**src/sv/rrts_pkg.sv**
```systemverilog
// ============================================================================
// rrts_pkg
// Shared types and codes of the round robin thread slot scheduler.
// ============================================================================
package rrts_pkg;

   localparam int TIME_W    = 32;
   localparam int QUANTUM_W = 16;
   localparam int TID_W     = 16;
   localparam int CSLOT_W   = 5;
   localparam int LIVE_W    = 6;

   localparam logic [QUANTUM_W-1:0] QUANTUM_RESET = 16'd200;

   // Event codes carried in the mode field.
   localparam logic [1:0] MODE_CREATE = 2'd0;
   localparam logic [1:0] MODE_EXIT   = 2'd1;
   localparam logic [1:0] MODE_YIELD  = 2'd2;

   // Result status codes.
   localparam logic [1:0] RSP_OK      = 2'd0;
   localparam logic [1:0] RSP_NO_SLOT = 2'd1;
   localparam logic [1:0] RSP_HALTED  = 2'd2;

   // Slot states as held in the slot memory.
   localparam logic [1:0] SLOT_DEAD    = 2'd0;
   localparam logic [1:0] SLOT_READY   = 2'd1;
   localparam logic [1:0] SLOT_RUNNING = 2'd2;

   typedef enum logic [2:0] {
      S_IDLE,
      S_DECIDE,
      S_SCAN,
      S_WR_OLD,
      S_WR_NEW,
      S_RESP
   } sched_state_type;

   typedef struct packed {
      logic [1:0]        mode;
      logic [TIME_W-1:0] now_ms;
   } req_payload_type;

   typedef struct packed {
      logic [1:0]         status;
      logic [TID_W-1:0]   thread_id;
      logic [CSLOT_W-1:0] current_slot;
      logic               switched;
      logic [LIVE_W-1:0]  live_count;
   } rsp_payload_type;

endpackage

```
**src/sv/rrts_slot_mem.sv**
```systemverilog
// ============================================================================
// rrts_slot_mem
// Slot table memory: status, thread id and start time of every slot, one
// write port and one registered read port. Entries never written since reset
// read as their reset value: slot zero running, all others dead, fields zero.
// ============================================================================
module rrts_slot_mem
   import rrts_pkg::*;
#(
   parameter int SLOT_COUNT = 32,
   parameter int ID_BITS    = 16,
   localparam int SLOT_W    = $clog2(SLOT_COUNT),
   localparam int ENTRY_W   = 2 + ID_BITS + TIME_W
) (
   input  logic               clock,
   input  logic               reset,
   input  logic [SLOT_W-1:0]  rd_addr,
   output logic [1:0]         rd_status,
   output logic [ID_BITS-1:0] rd_ident,
   output logic [TIME_W-1:0]  rd_start,
   input  logic               wr_en,
   input  logic [SLOT_W-1:0]  wr_addr,
   input  logic [1:0]         wr_status,
   input  logic [ID_BITS-1:0] wr_ident,
   input  logic [TIME_W-1:0]  wr_start
);

   logic [ENTRY_W-1:0]    slot_mem [SLOT_COUNT];
   logic [SLOT_COUNT-1:0] written_ff;
   logic [ENTRY_W-1:0]    rd_entry_ff;
   logic                  rd_hit_ff;
   logic                  rd_zero_ff;

   always_ff @(posedge clock) begin
      if (wr_en) begin
         slot_mem[wr_addr] <= {wr_status, wr_ident, wr_start};
      end
      rd_entry_ff <= slot_mem[rd_addr];
      rd_hit_ff   <= written_ff[rd_addr];
      rd_zero_ff  <= (rd_addr == '0);
   end

   always_ff @(posedge clock) begin
      if (reset) begin
         written_ff <= '0;
      end else if (wr_en) begin
         written_ff[wr_addr] <= 1'b1;
      end
   end

   always_comb begin
      if (rd_hit_ff) begin
         rd_status = rd_entry_ff[ENTRY_W-1 -: 2];
         rd_ident  = rd_entry_ff[TIME_W +: ID_BITS];
         rd_start  = rd_entry_ff[TIME_W-1:0];
      end else begin
         rd_status = rd_zero_ff ? SLOT_RUNNING : SLOT_DEAD;
         rd_ident  = '0;
         rd_start  = '0;
      end
   end

endmodule

```
**src/sv/rrts_ctrl.sv**
```systemverilog
// ============================================================================
// rrts_ctrl
// Event sequencer: reads the running slot, scans the slot memory in circular
// order one slot per cycle, writes back the changed slots and forms the result.
// ============================================================================
module rrts_ctrl
   import rrts_pkg::*;
#(
   parameter int SLOT_COUNT = 32,
   parameter int ID_BITS    = 16,
   localparam int SLOT_W    = $clog2(SLOT_COUNT),
   localparam int ALIVE_W   = $clog2(SLOT_COUNT + 1)
) (
   input  logic                 clock,
   input  logic                 reset,
   input  logic                 req_valid,
   output logic                 req_stall,
   input  req_payload_type      req_payload,
   input  logic [QUANTUM_W-1:0] quantum,
   output logic                 res_valid,
   output rsp_payload_type      res_payload,
   input  logic                 res_take,
   output logic [SLOT_W-1:0]    mem_rd_addr,
   input  logic [1:0]           mem_rd_status,
   input  logic [ID_BITS-1:0]   mem_rd_ident,
   input  logic [TIME_W-1:0]    mem_rd_start,
   output logic                 mem_wr_en,
   output logic [SLOT_W-1:0]    mem_wr_addr,
   output logic [1:0]           mem_wr_status,
   output logic [ID_BITS-1:0]   mem_wr_ident,
   output logic [TIME_W-1:0]    mem_wr_start
);

   sched_state_type     state_ff, state_in;
   logic [SLOT_W-1:0]   running_ff, running_in;
   logic [ALIVE_W-1:0]  alive_ff, alive_in;
   logic [ID_BITS-1:0]  id_ff, id_in;
   logic                halted_ff, halted_in;
   logic                chk_valid_ff, chk_valid_in;

   logic [1:0]          mode_ff, mode_in;
   logic [TIME_W-1:0]   now_ff, now_in;
   logic [ID_BITS-1:0]  cur_ident_ff, cur_ident_in;
   logic [TIME_W-1:0]   cur_start_ff, cur_start_in;
   logic [SLOT_W-1:0]   nxt_slot_ff, nxt_slot_in;
   logic [ID_BITS-1:0]  nxt_ident_ff, nxt_ident_in;
   logic                found_ff, found_in;
   logic [SLOT_W-1:0]   issue_ff, issue_in;
   logic [SLOT_W-1:0]   chk_idx_ff, chk_idx_in;
   logic [SLOT_W-1:0]   cnt_ff, cnt_in;
   logic [1:0]          want_ff, want_in;
   logic [1:0]          res_status_ff, res_status_in;
   logic [ID_BITS-1:0]  res_tid_ff, res_tid_in;
   logic                res_sw_ff, res_sw_in;

   logic [ID_BITS-1:0]  new_id;
   logic [TIME_W-1:0]   run_time;
   logic [31:0]         tid_wide;
   logic [31:0]         slot_wide;
   logic [31:0]         alive_wide;

   function automatic logic [SLOT_W-1:0] slot_next(input logic [SLOT_W-1:0] idx);
      logic [SLOT_W-1:0] res;
      if (idx == SLOT_W'(SLOT_COUNT - 1)) begin
         res = '0;
      end else begin
         res = idx + 1'b1;
      end
      return res;
   endfunction

   assign new_id   = id_ff + 1'b1;
   assign run_time = now_ff - mem_rd_start;

   always_ff @(posedge clock) begin
      if (reset) begin
         state_ff     <= S_IDLE;
         running_ff   <= '0;
         alive_ff     <= ALIVE_W'(1);
         id_ff        <= '0;
         halted_ff    <= 1'b0;
         chk_valid_ff <= 1'b0;
      end else begin
         state_ff     <= state_in;
         running_ff   <= running_in;
         alive_ff     <= alive_in;
         id_ff        <= id_in;
         halted_ff    <= halted_in;
         chk_valid_ff <= chk_valid_in;
      end
   end

   always_ff @(posedge clock) begin
      mode_ff       <= mode_in;
      now_ff        <= now_in;
      cur_ident_ff  <= cur_ident_in;
      cur_start_ff  <= cur_start_in;
      nxt_slot_ff   <= nxt_slot_in;
      nxt_ident_ff  <= nxt_ident_in;
      found_ff      <= found_in;
      issue_ff      <= issue_in;
      chk_idx_ff    <= chk_idx_in;
      cnt_ff        <= cnt_in;
      want_ff       <= want_in;
      res_status_ff <= res_status_in;
      res_tid_ff    <= res_tid_in;
      res_sw_ff     <= res_sw_in;
   end

   always_comb begin
      state_in      = state_ff;
      running_in    = running_ff;
      alive_in      = alive_ff;
      id_in         = id_ff;
      halted_in     = halted_ff;
      chk_valid_in  = chk_valid_ff;
      mode_in       = mode_ff;
      now_in        = now_ff;
      cur_ident_in  = cur_ident_ff;
      cur_start_in  = cur_start_ff;
      nxt_slot_in   = nxt_slot_ff;
      nxt_ident_in  = nxt_ident_ff;
      found_in      = found_ff;
      issue_in      = issue_ff;
      chk_idx_in    = chk_idx_ff;
      cnt_in        = cnt_ff;
      want_in       = want_ff;
      res_status_in = res_status_ff;
      res_tid_in    = res_tid_ff;
      res_sw_in     = res_sw_ff;

      req_stall     = 1'b1;
      res_valid     = 1'b0;
      mem_rd_addr   = running_ff;
      mem_wr_en     = 1'b0;
      mem_wr_addr   = nxt_slot_ff;
      mem_wr_status = SLOT_RUNNING;
      mem_wr_ident  = nxt_ident_ff;
      mem_wr_start  = now_ff;

      unique case (state_ff)
         S_IDLE: begin
            // The running slot is read here, so its entry is ready in S_DECIDE.
            req_stall = 1'b0;
            if (req_valid) begin
               mode_in = req_payload.mode;
               now_in  = req_payload.now_ms;
               if (halted_ff) begin
                  res_status_in = RSP_HALTED;
                  res_tid_in    = '0;
                  res_sw_in     = 1'b0;
                  state_in      = S_RESP;
               end else begin
                  state_in = S_DECIDE;
               end
            end
         end
         S_DECIDE: begin
            cur_ident_in  = mem_rd_ident;
            cur_start_in  = mem_rd_start;
            res_status_in = RSP_OK;
            res_tid_in    = mem_rd_ident;
            res_sw_in     = 1'b0;
            issue_in      = slot_next(running_ff);
            chk_valid_in  = 1'b0;
            cnt_in        = '0;
            found_in      = 1'b0;
            state_in      = S_RESP;
            unique case (mode_ff)
               MODE_CREATE: begin
                  want_in  = SLOT_DEAD;
                  state_in = S_SCAN;
               end
               MODE_EXIT: begin
                  want_in   = SLOT_READY;
                  res_sw_in = 1'b1;
                  state_in  = S_SCAN;
               end
               MODE_YIELD: begin
                  if (run_time > TIME_W'(quantum)) begin
                     want_in   = SLOT_READY;
                     res_sw_in = 1'b1;
                     state_in  = S_SCAN;
                  end
               end
               default: begin
               end
            endcase
         end
         S_SCAN: begin
            // Reads are issued one slot ahead of the compare.
            mem_rd_addr  = issue_ff;
            issue_in     = slot_next(issue_ff);
            chk_idx_in   = issue_ff;
            chk_valid_in = 1'b1;
            if (chk_valid_ff) begin
               if (mem_rd_status == want_ff) begin
                  found_in     = 1'b1;
                  nxt_slot_in  = chk_idx_ff;
                  nxt_ident_in = mem_rd_ident;
                  state_in     = (mode_ff == MODE_CREATE) ? S_WR_NEW : S_WR_OLD;
               end else if (cnt_ff == SLOT_W'(SLOT_COUNT - 1)) begin
                  unique case (mode_ff)
                     MODE_CREATE: begin
                        res_status_in = RSP_NO_SLOT;
                        state_in      = S_RESP;
                     end
                     MODE_EXIT: begin
                        halted_in     = 1'b1;
                        res_status_in = RSP_HALTED;
                        res_tid_in    = '0;
                        state_in      = S_WR_OLD;
                     end
                     default: begin
                        // A yield with no other ready slot restarts the running one.
                        nxt_slot_in  = running_ff;
                        nxt_ident_in = cur_ident_ff;
                        state_in     = S_WR_NEW;
                     end
                  endcase
               end else begin
                  cnt_in = cnt_ff + 1'b1;
               end
            end
         end
         S_WR_OLD: begin
            mem_wr_en    = 1'b1;
            mem_wr_addr  = running_ff;
            mem_wr_start = cur_start_ff;
            if (mode_ff == MODE_EXIT) begin
               mem_wr_status = SLOT_DEAD;
               mem_wr_ident  = '0;
               if (alive_ff != '0) begin
                  alive_in = alive_ff - 1'b1;
               end
            end else begin
               mem_wr_status = SLOT_READY;
               mem_wr_ident  = cur_ident_ff;
            end
            state_in = found_ff ? S_WR_NEW : S_RESP;
         end
         S_WR_NEW: begin
            mem_wr_en   = 1'b1;
            mem_wr_addr = nxt_slot_ff;
            if (mode_ff == MODE_CREATE) begin
               mem_wr_status = SLOT_READY;
               mem_wr_ident  = new_id;
               id_in         = new_id;
               alive_in      = alive_ff + 1'b1;
               res_tid_in    = new_id;
            end else begin
               running_in = nxt_slot_ff;
               res_tid_in = nxt_ident_ff;
            end
            state_in = S_RESP;
         end
         S_RESP: begin
            res_valid = 1'b1;
            if (res_take) begin
               state_in = S_IDLE;
            end
         end
         default: begin
            state_in = S_IDLE;
         end
      endcase
   end

   assign tid_wide   = 32'(res_tid_ff);
   assign slot_wide  = 32'(running_ff);
   assign alive_wide = 32'(alive_ff);

   always_comb begin
      res_payload.status       = res_status_ff;
      res_payload.thread_id    = tid_wide[TID_W-1:0];
      res_payload.current_slot = slot_wide[CSLOT_W-1:0];
      res_payload.switched     = res_sw_ff;
      res_payload.live_count   = alive_wide[LIVE_W-1:0];
   end

   a_halt_sticky: assert property (@(posedge clock) disable iff (reset)
      halted_ff |=> halted_ff)
      else $error("halted flag cleared without reset");

   a_accept_leaves_idle: assert property (@(posedge clock) disable iff (reset)
      (req_valid && !req_stall) |=> (state_ff != S_IDLE))
      else $error("accepted beat did not start the sequencer");

   a_live_nonzero: assert property (@(posedge clock) disable iff (reset)
      !halted_ff |-> (alive_ff != '0))
      else $error("no live slot while not halted");

   a_live_bound: assert property (@(posedge clock) disable iff (reset)
      alive_ff <= ALIVE_W'(SLOT_COUNT))
      else $error("live count exceeds slot count");

endmodule

```
**src/sv/round_robin_thread_slot_scheduler.sv**
```systemverilog
// ============================================================================
// round_robin_thread_slot_scheduler
// Round robin scheduler over a table of thread slots.
//
// Each request beat is one thread event (create, exit or yield) with the
// current time; each event yields exactly one response beat with the status,
// thread id, running slot, switch flag and live slot count. Both channels use
// valid/stall. The csr channel writes the yield quantum (ms) and is always
// ready; write it only while no event is in flight.
// Once the block has halted an event goes from idle straight to the response;
// otherwise it passes the decide state, and a search then scans the slot
// table, which is read one slot per cycle through the single read port of
// the slot memory. One event is processed at a time; the next request
// beat is taken as soon as the sequencer is back in idle, even while the last
// response beat is stalled in the output register. Reset leaves slot zero
// running, all others dead, the quantum at 200 ms; no clearing pass is needed.
// A stalled response holds its beat and the sequencer waits before
// overwriting it.
// ============================================================================
module round_robin_thread_slot_scheduler
   import rrts_pkg::*;
#(
   parameter int SLOT_COUNT = 32,
   parameter int ID_BITS    = 16
) (
   input  logic                 clock,
   input  logic                 reset,
   input  logic                 req_valid,
   output logic                 req_stall,
   input  req_payload_type      req_payload,
   output logic                 rsp_valid,
   input  logic                 rsp_stall,
   output rsp_payload_type      rsp_payload,
   input  logic                 csr_valid,
   output logic                 csr_ready,
   input  logic [QUANTUM_W-1:0] csr_data
);

   localparam int SLOT_W = $clog2(SLOT_COUNT);

   logic [QUANTUM_W-1:0] quantum_ff;
   logic                 rsp_valid_ff, rsp_valid_in;
   rsp_payload_type      rsp_payload_ff;

   logic                 res_valid;
   logic                 res_take;
   rsp_payload_type      res_payload;

   logic [SLOT_W-1:0]    mem_rd_addr;
   logic [1:0]           mem_rd_status;
   logic [ID_BITS-1:0]   mem_rd_ident;
   logic [TIME_W-1:0]    mem_rd_start;
   logic                 mem_wr_en;
   logic [SLOT_W-1:0]    mem_wr_addr;
   logic [1:0]           mem_wr_status;
   logic [ID_BITS-1:0]   mem_wr_ident;
   logic [TIME_W-1:0]    mem_wr_start;

   assign csr_ready = 1'b1;

   always_ff @(posedge clock) begin
      if (reset) begin
         quantum_ff <= QUANTUM_RESET;
      end else if (csr_valid && csr_ready) begin
         quantum_ff <= csr_data;
      end
   end

   // The output register is free when empty or when its beat leaves now.
   assign res_take = !rsp_valid_ff || !rsp_stall;

   always_comb begin
      rsp_valid_in = rsp_valid_ff;
      if (res_valid && res_take) begin
         rsp_valid_in = 1'b1;
      end else if (!rsp_stall) begin
         rsp_valid_in = 1'b0;
      end
   end

   always_ff @(posedge clock) begin
      if (reset) begin
         rsp_valid_ff <= 1'b0;
      end else begin
         rsp_valid_ff <= rsp_valid_in;
      end
   end

   always_ff @(posedge clock) begin
      if (res_valid && res_take) begin
         rsp_payload_ff <= res_payload;
      end
   end

   assign rsp_valid   = rsp_valid_ff;
   assign rsp_payload = rsp_payload_ff;

   rrts_ctrl #(
      .SLOT_COUNT (SLOT_COUNT),
      .ID_BITS    (ID_BITS)
   ) u_ctrl (
      .clock         (clock),
      .reset         (reset),
      .req_valid     (req_valid),
      .req_stall     (req_stall),
      .req_payload   (req_payload),
      .quantum       (quantum_ff),
      .res_valid     (res_valid),
      .res_payload   (res_payload),
      .res_take      (res_take),
      .mem_rd_addr   (mem_rd_addr),
      .mem_rd_status (mem_rd_status),
      .mem_rd_ident  (mem_rd_ident),
      .mem_rd_start  (mem_rd_start),
      .mem_wr_en     (mem_wr_en),
      .mem_wr_addr   (mem_wr_addr),
      .mem_wr_status (mem_wr_status),
      .mem_wr_ident  (mem_wr_ident),
      .mem_wr_start  (mem_wr_start)
   );

   rrts_slot_mem #(
      .SLOT_COUNT (SLOT_COUNT),
      .ID_BITS    (ID_BITS)
   ) u_slot_mem (
      .clock     (clock),
      .reset     (reset),
      .rd_addr   (mem_rd_addr),
      .rd_status (mem_rd_status),
      .rd_ident  (mem_rd_ident),
      .rd_start  (mem_rd_start),
      .wr_en     (mem_wr_en),
      .wr_addr   (mem_wr_addr),
      .wr_status (mem_wr_status),
      .wr_ident  (mem_wr_ident),
      .wr_start  (mem_wr_start)
   );

endmodule
```
**config.mk**
```make
export PLATFORM = sky130hd
export DESIGN_NAME = round_robin_thread_slot_scheduler
export DESIGN_NICKNAME = d
export VERILOG_FILES = /design/src/sv/rrts_pkg.sv /design/src/sv/rrts_slot_mem.sv /design/src/sv/rrts_ctrl.sv /design/src/sv/round_robin_thread_slot_scheduler.sv
export SDC_FILE = /design/constraint.sdc
export NUM_CORES = 2
export LEC_CHECK = 0
export BUFFER_PORTS_ARGS = -buffer_cell sky130_fd_sc_hd__clkbuf_2
export CORE_ASPECT_RATIO = 0.6
export CORE_MARGIN = 5
export CORE_UTILIZATION = 45
export CTS_CLUSTER_DIAMETER = 100
export DETAILED_ROUTE_END_ITERATION = 10
export PLACE_DENSITY_LB_ADDON = 0.08
export SYNTH_ARGS = -nofsm -noshare
export SYNTH_HDL_FRONTEND = slang
export SYNTH_SLANG_ARGS = --single-unit
```
**constraint.sdc**
```tcl
create_clock -name clock -period 5.2 [get_ports clock]
set_input_delay 1.04 -clock clock [delete_from_list [all_inputs] [get_ports clock]]
set_output_delay 1.04 -clock clock [all_outputs]
set_load 0.01 [all_outputs]
```
==> flow_summary.toml <==
[timing]
tightest_slew_ps = 1310
setup_viol = 0
post-route-period-util_pct = 90.1
hold_viol_final = 0
drv_slew = 0
holdWs_ps = 408
skew_ps = 44.1
fin_ws_ps = 513
rsz0062_at_grt = "no"
slew_headroom_pct = 12.9
setup_tns_ps = 0
fmax_ghz = 0.213
fin_crit_ps = 4690

[cells_and_area]
final_cells = 7002
finalNetCount = 4737
drive_gt1_share_pct = 20.5
area.growth.synth_to_final_pct = 13.3

[worst_setup_path]
path_class = "flop to flop"
crit_path_top_delay_cell = "nor4_2"
critPathMaxFanout = 23
crit_path_end_kind = "flop"
crit_family = "simple AND/OR/NAND/NOR gates"
crit_chain = "buf_4 > nand2_1 > ha_1 > nand2_1 > a211oi_2 > nor3_1 > o31ai_1 > xor2_1 > ha_1 > nand4_1 > nor4_1 > o21ai_0 > nor4_1 > nand4_1 > nor4_2 > nor3_1"
critPathBufInv = 1
setup.worst_path.start = "u_slot_mem.rd_hit_ff"
r2r_start = "u_slot_mem.rd_hit_ff"
cp_data_arrival_time_ps = 5230
reg2reg_slack_ps = 510
critPathMaxStageDelay_ps = 520
cp-start-kind = "flop"
required_ps = 5740

[grt]
grt_util_met3_pct = 4.30
grt_util_all_layers_pct = 23.6
grt_max_degree = 77
grt-busiest-layer = "met1"
grt_use_met2_pct = 35.5
grt_pass1_vias = 40400
antenna_found_initial = 7
use_met1_pct = 36.5
grt_first_pass_wirelength_mm = 301
grt_overflow = 0

[drt]
viasPerCell = 5.93
wirelength_mm = 211
drcViolationCount = 0
drt_iter0_markers = 4603
first_pass_iters = 8
ant_nets = 0
vias = 41500
wl_per_cell_um = 30.1

[logic_synthesis]
synthCells = 4426
synth-edff-count = 1769
avgSynthCellArea_um2 = 17.1
synth_common_cells = "edfxtp_1 (1769), nand2_1 (698), mux4_2 (408), nand3_1 (275), nor2_1 (205)"
syn_nets = 4547
yosys_warnings = 0
yosysMostFrequentCell = "edfxtp_1"
synth_sequential_area_ratio_pct = 73.6
synth-async-reset-ratio_pct = 0
synth_top_area_share_pct = 70.1
synthDistinctLibCells = 72
netlist_area_um2 = 75800
ys_ff_latch = 1902
yosysTopAreaCell = "edfxtp_1"
synth_flop_cell = "edfxtp_1"
synthTopCellsByArea = "edfxtp_1 (70%), mux4_2 (12%), dfxtp_1 (3.5%)"

[pwr]
vdd_drop_max_mv = 0.299
power_frac_clock_pct = 33.3
p_seq_share_pct = 48.4
p_sw_share_pct = 27.3
intPower_w = 0.0280
leakage_nw = 29.2
powerDensity_nw_per_um2 = 449
pwr-share-comb_pct = 18.3
total_power_w = 0.0386
p_switching_w = 0.0105

[clock_tree]
clk_pin_slew_worst_paths_ps = 60
cts_tree = "yes"
cts-root-buf = "clkbuf_16"
cts_buffers = 180
cts.sinks = 1902
cts_buffer_depth = 4
clkLatencyLatePin_ps = 820
hold_buffers = 0
h-tree-depth = 4

[worst_hold_path]
hold_start = "req_payload[9]"
hp-class = "primary input to flop"

[die]
fp.dieH_um = 328
die_area_um2 = 177000
start_util_pct = 45.4
core_area_um2 = 167000
io_pins = 88
rows = 116
die_w_um = 540

[outcome]
run_status = "completed"

[job]
max_cap_viol_count = 0

[place]
dp_cells = 6676
dp_slack_ps = 406
gp_congestion = 0.862
dp_hpwl_mm = 119
io_buffers = 86
[cell usage in the layout, fill, tap and decap left out, types with 9 or more instances in the layout]
cell and count:
nor2_1 171, inv_1 82, a22oi_1 10, nor2_4 33, clkinv_1 19, mux2_2 13
clkinv_2 20, o211ai_1 19, clkbuf_1 56, o21ai_0 91, a21o_1 16, o21ai_1 9
dfxtp_1 132, a221o_1 13, mux2i_1 26, clkbuf_16 183, nor4_1 9, mux4_2 408
or3_1 10, nand3_1 275, nor3_1 34, a21oi_1 59, o21a_1 14, xor2_1 23
buf_12 55, clkbuf_8 28, ha_1 64, buf_4 102, clkbuf_2 86, nand2_1 696
and2_1 17, xnor2_1 30, edfxtp_1 1769, nand4_1 20, and3_1 15
[worst paths after layout]
path                        to  cells after the start
max          u_ctrl.want_ff[0]                     16
min           u_ctrl.now_ff[9]                      1
max reg2reg  u_ctrl.want_ff[0]                     16
min reg2reg    rsp_payload[16]                      0
[metrics by stage]
| step | cell area (um^2) | util [%] |
|---|---|---|
| after floorplan | 75800 | - |
| after global placement | 80200 | 48.0 |
| final | 85900 | 51.4 |
| after CTS | 85900 | 51.4 |
| after detailed placement | 80200 | 48.0 |
| after global routing | 85900 | 51.4 |
[metal layers]
layer,up-vias,wire (um)
met3,275,16200
met2,1702,93700
met1,21900,96900
li1,17600,-
met5,-,0
met4,0,4020
[kinds of logic after synthesis]
| family | share of synthesized area [%] |
|---|---|
| AO/OA/AOI/OAI | 2.69 |
| XOR/XNOR | 0.612 |
| adder cells (fa/ha/maj) | 1.11 |
| buffers and inverters | 1.81 |
| flip-flops | 73.6 |
| multiplexers | 12.7 |
| other | 0.00495 |
| AND/OR/NAND/NOR | 7.46 |
[power groups by stage]
stage / clock, W / sequential [W] / combinational (W)
2_1_floorplan: 0 / 0.0187 / 0.00474
3_3_place_gp: 0 / 0.0190 / 0.00709
3_5_place_dp: 0 / 0.0190 / 0.00708
4_1_cts: 0.0131 / 0.0187 / 0.00710
5_1_grt: 0.0138 / 0.0187 / 0.00772
6_report: 0.0129 / 0.0187 / 0.00706
[repair_timing]
| item | CTS | global route |
|---|---|---|
| setup buffers | 0 | 0 |
| setup endpoints to repair | 0 | 1 |
| resized for setup | 0 | 1 |
[final cells by class]
class | instances | area (um^2)
fill | 13500 | 81200
sequential | 1902 | 55800
multi-input combinational | 2205 | 19000
antenna | 5 | 12.5
clock inverter | 54 | 453
timing repair buffer | 243 | 2300
inverter | 84 | 317
tap | 2242 | 2810
clock buffer | 267 | 5170
[sequential cells by signal, summed over array words and instances (netlist names), 6 cells and up]
| name | count |
|---|---|
| u_ctrl.alive_ff | 6 |
| u_ctrl.nxt_ident_ff | 16 |
| u_slot_mem.rd_entry_ff | 50 |
| u_ctrl.cur_ident_ff | 16 |
| u_slot_mem.written_ff | 32 |
| u_ctrl.res_tid_ff | 16 |
| u_slot_mem.slot_mem | 1600 |
| u_ctrl.now_ff | 32 |
| rsp_payload | 30 |
| u_ctrl.id_ff | 16 |
| u_ctrl.cur_start_ff | 32 |
| quantum_ff | 16 |
No activity file was read; power rests on OpenSTA's default activity.
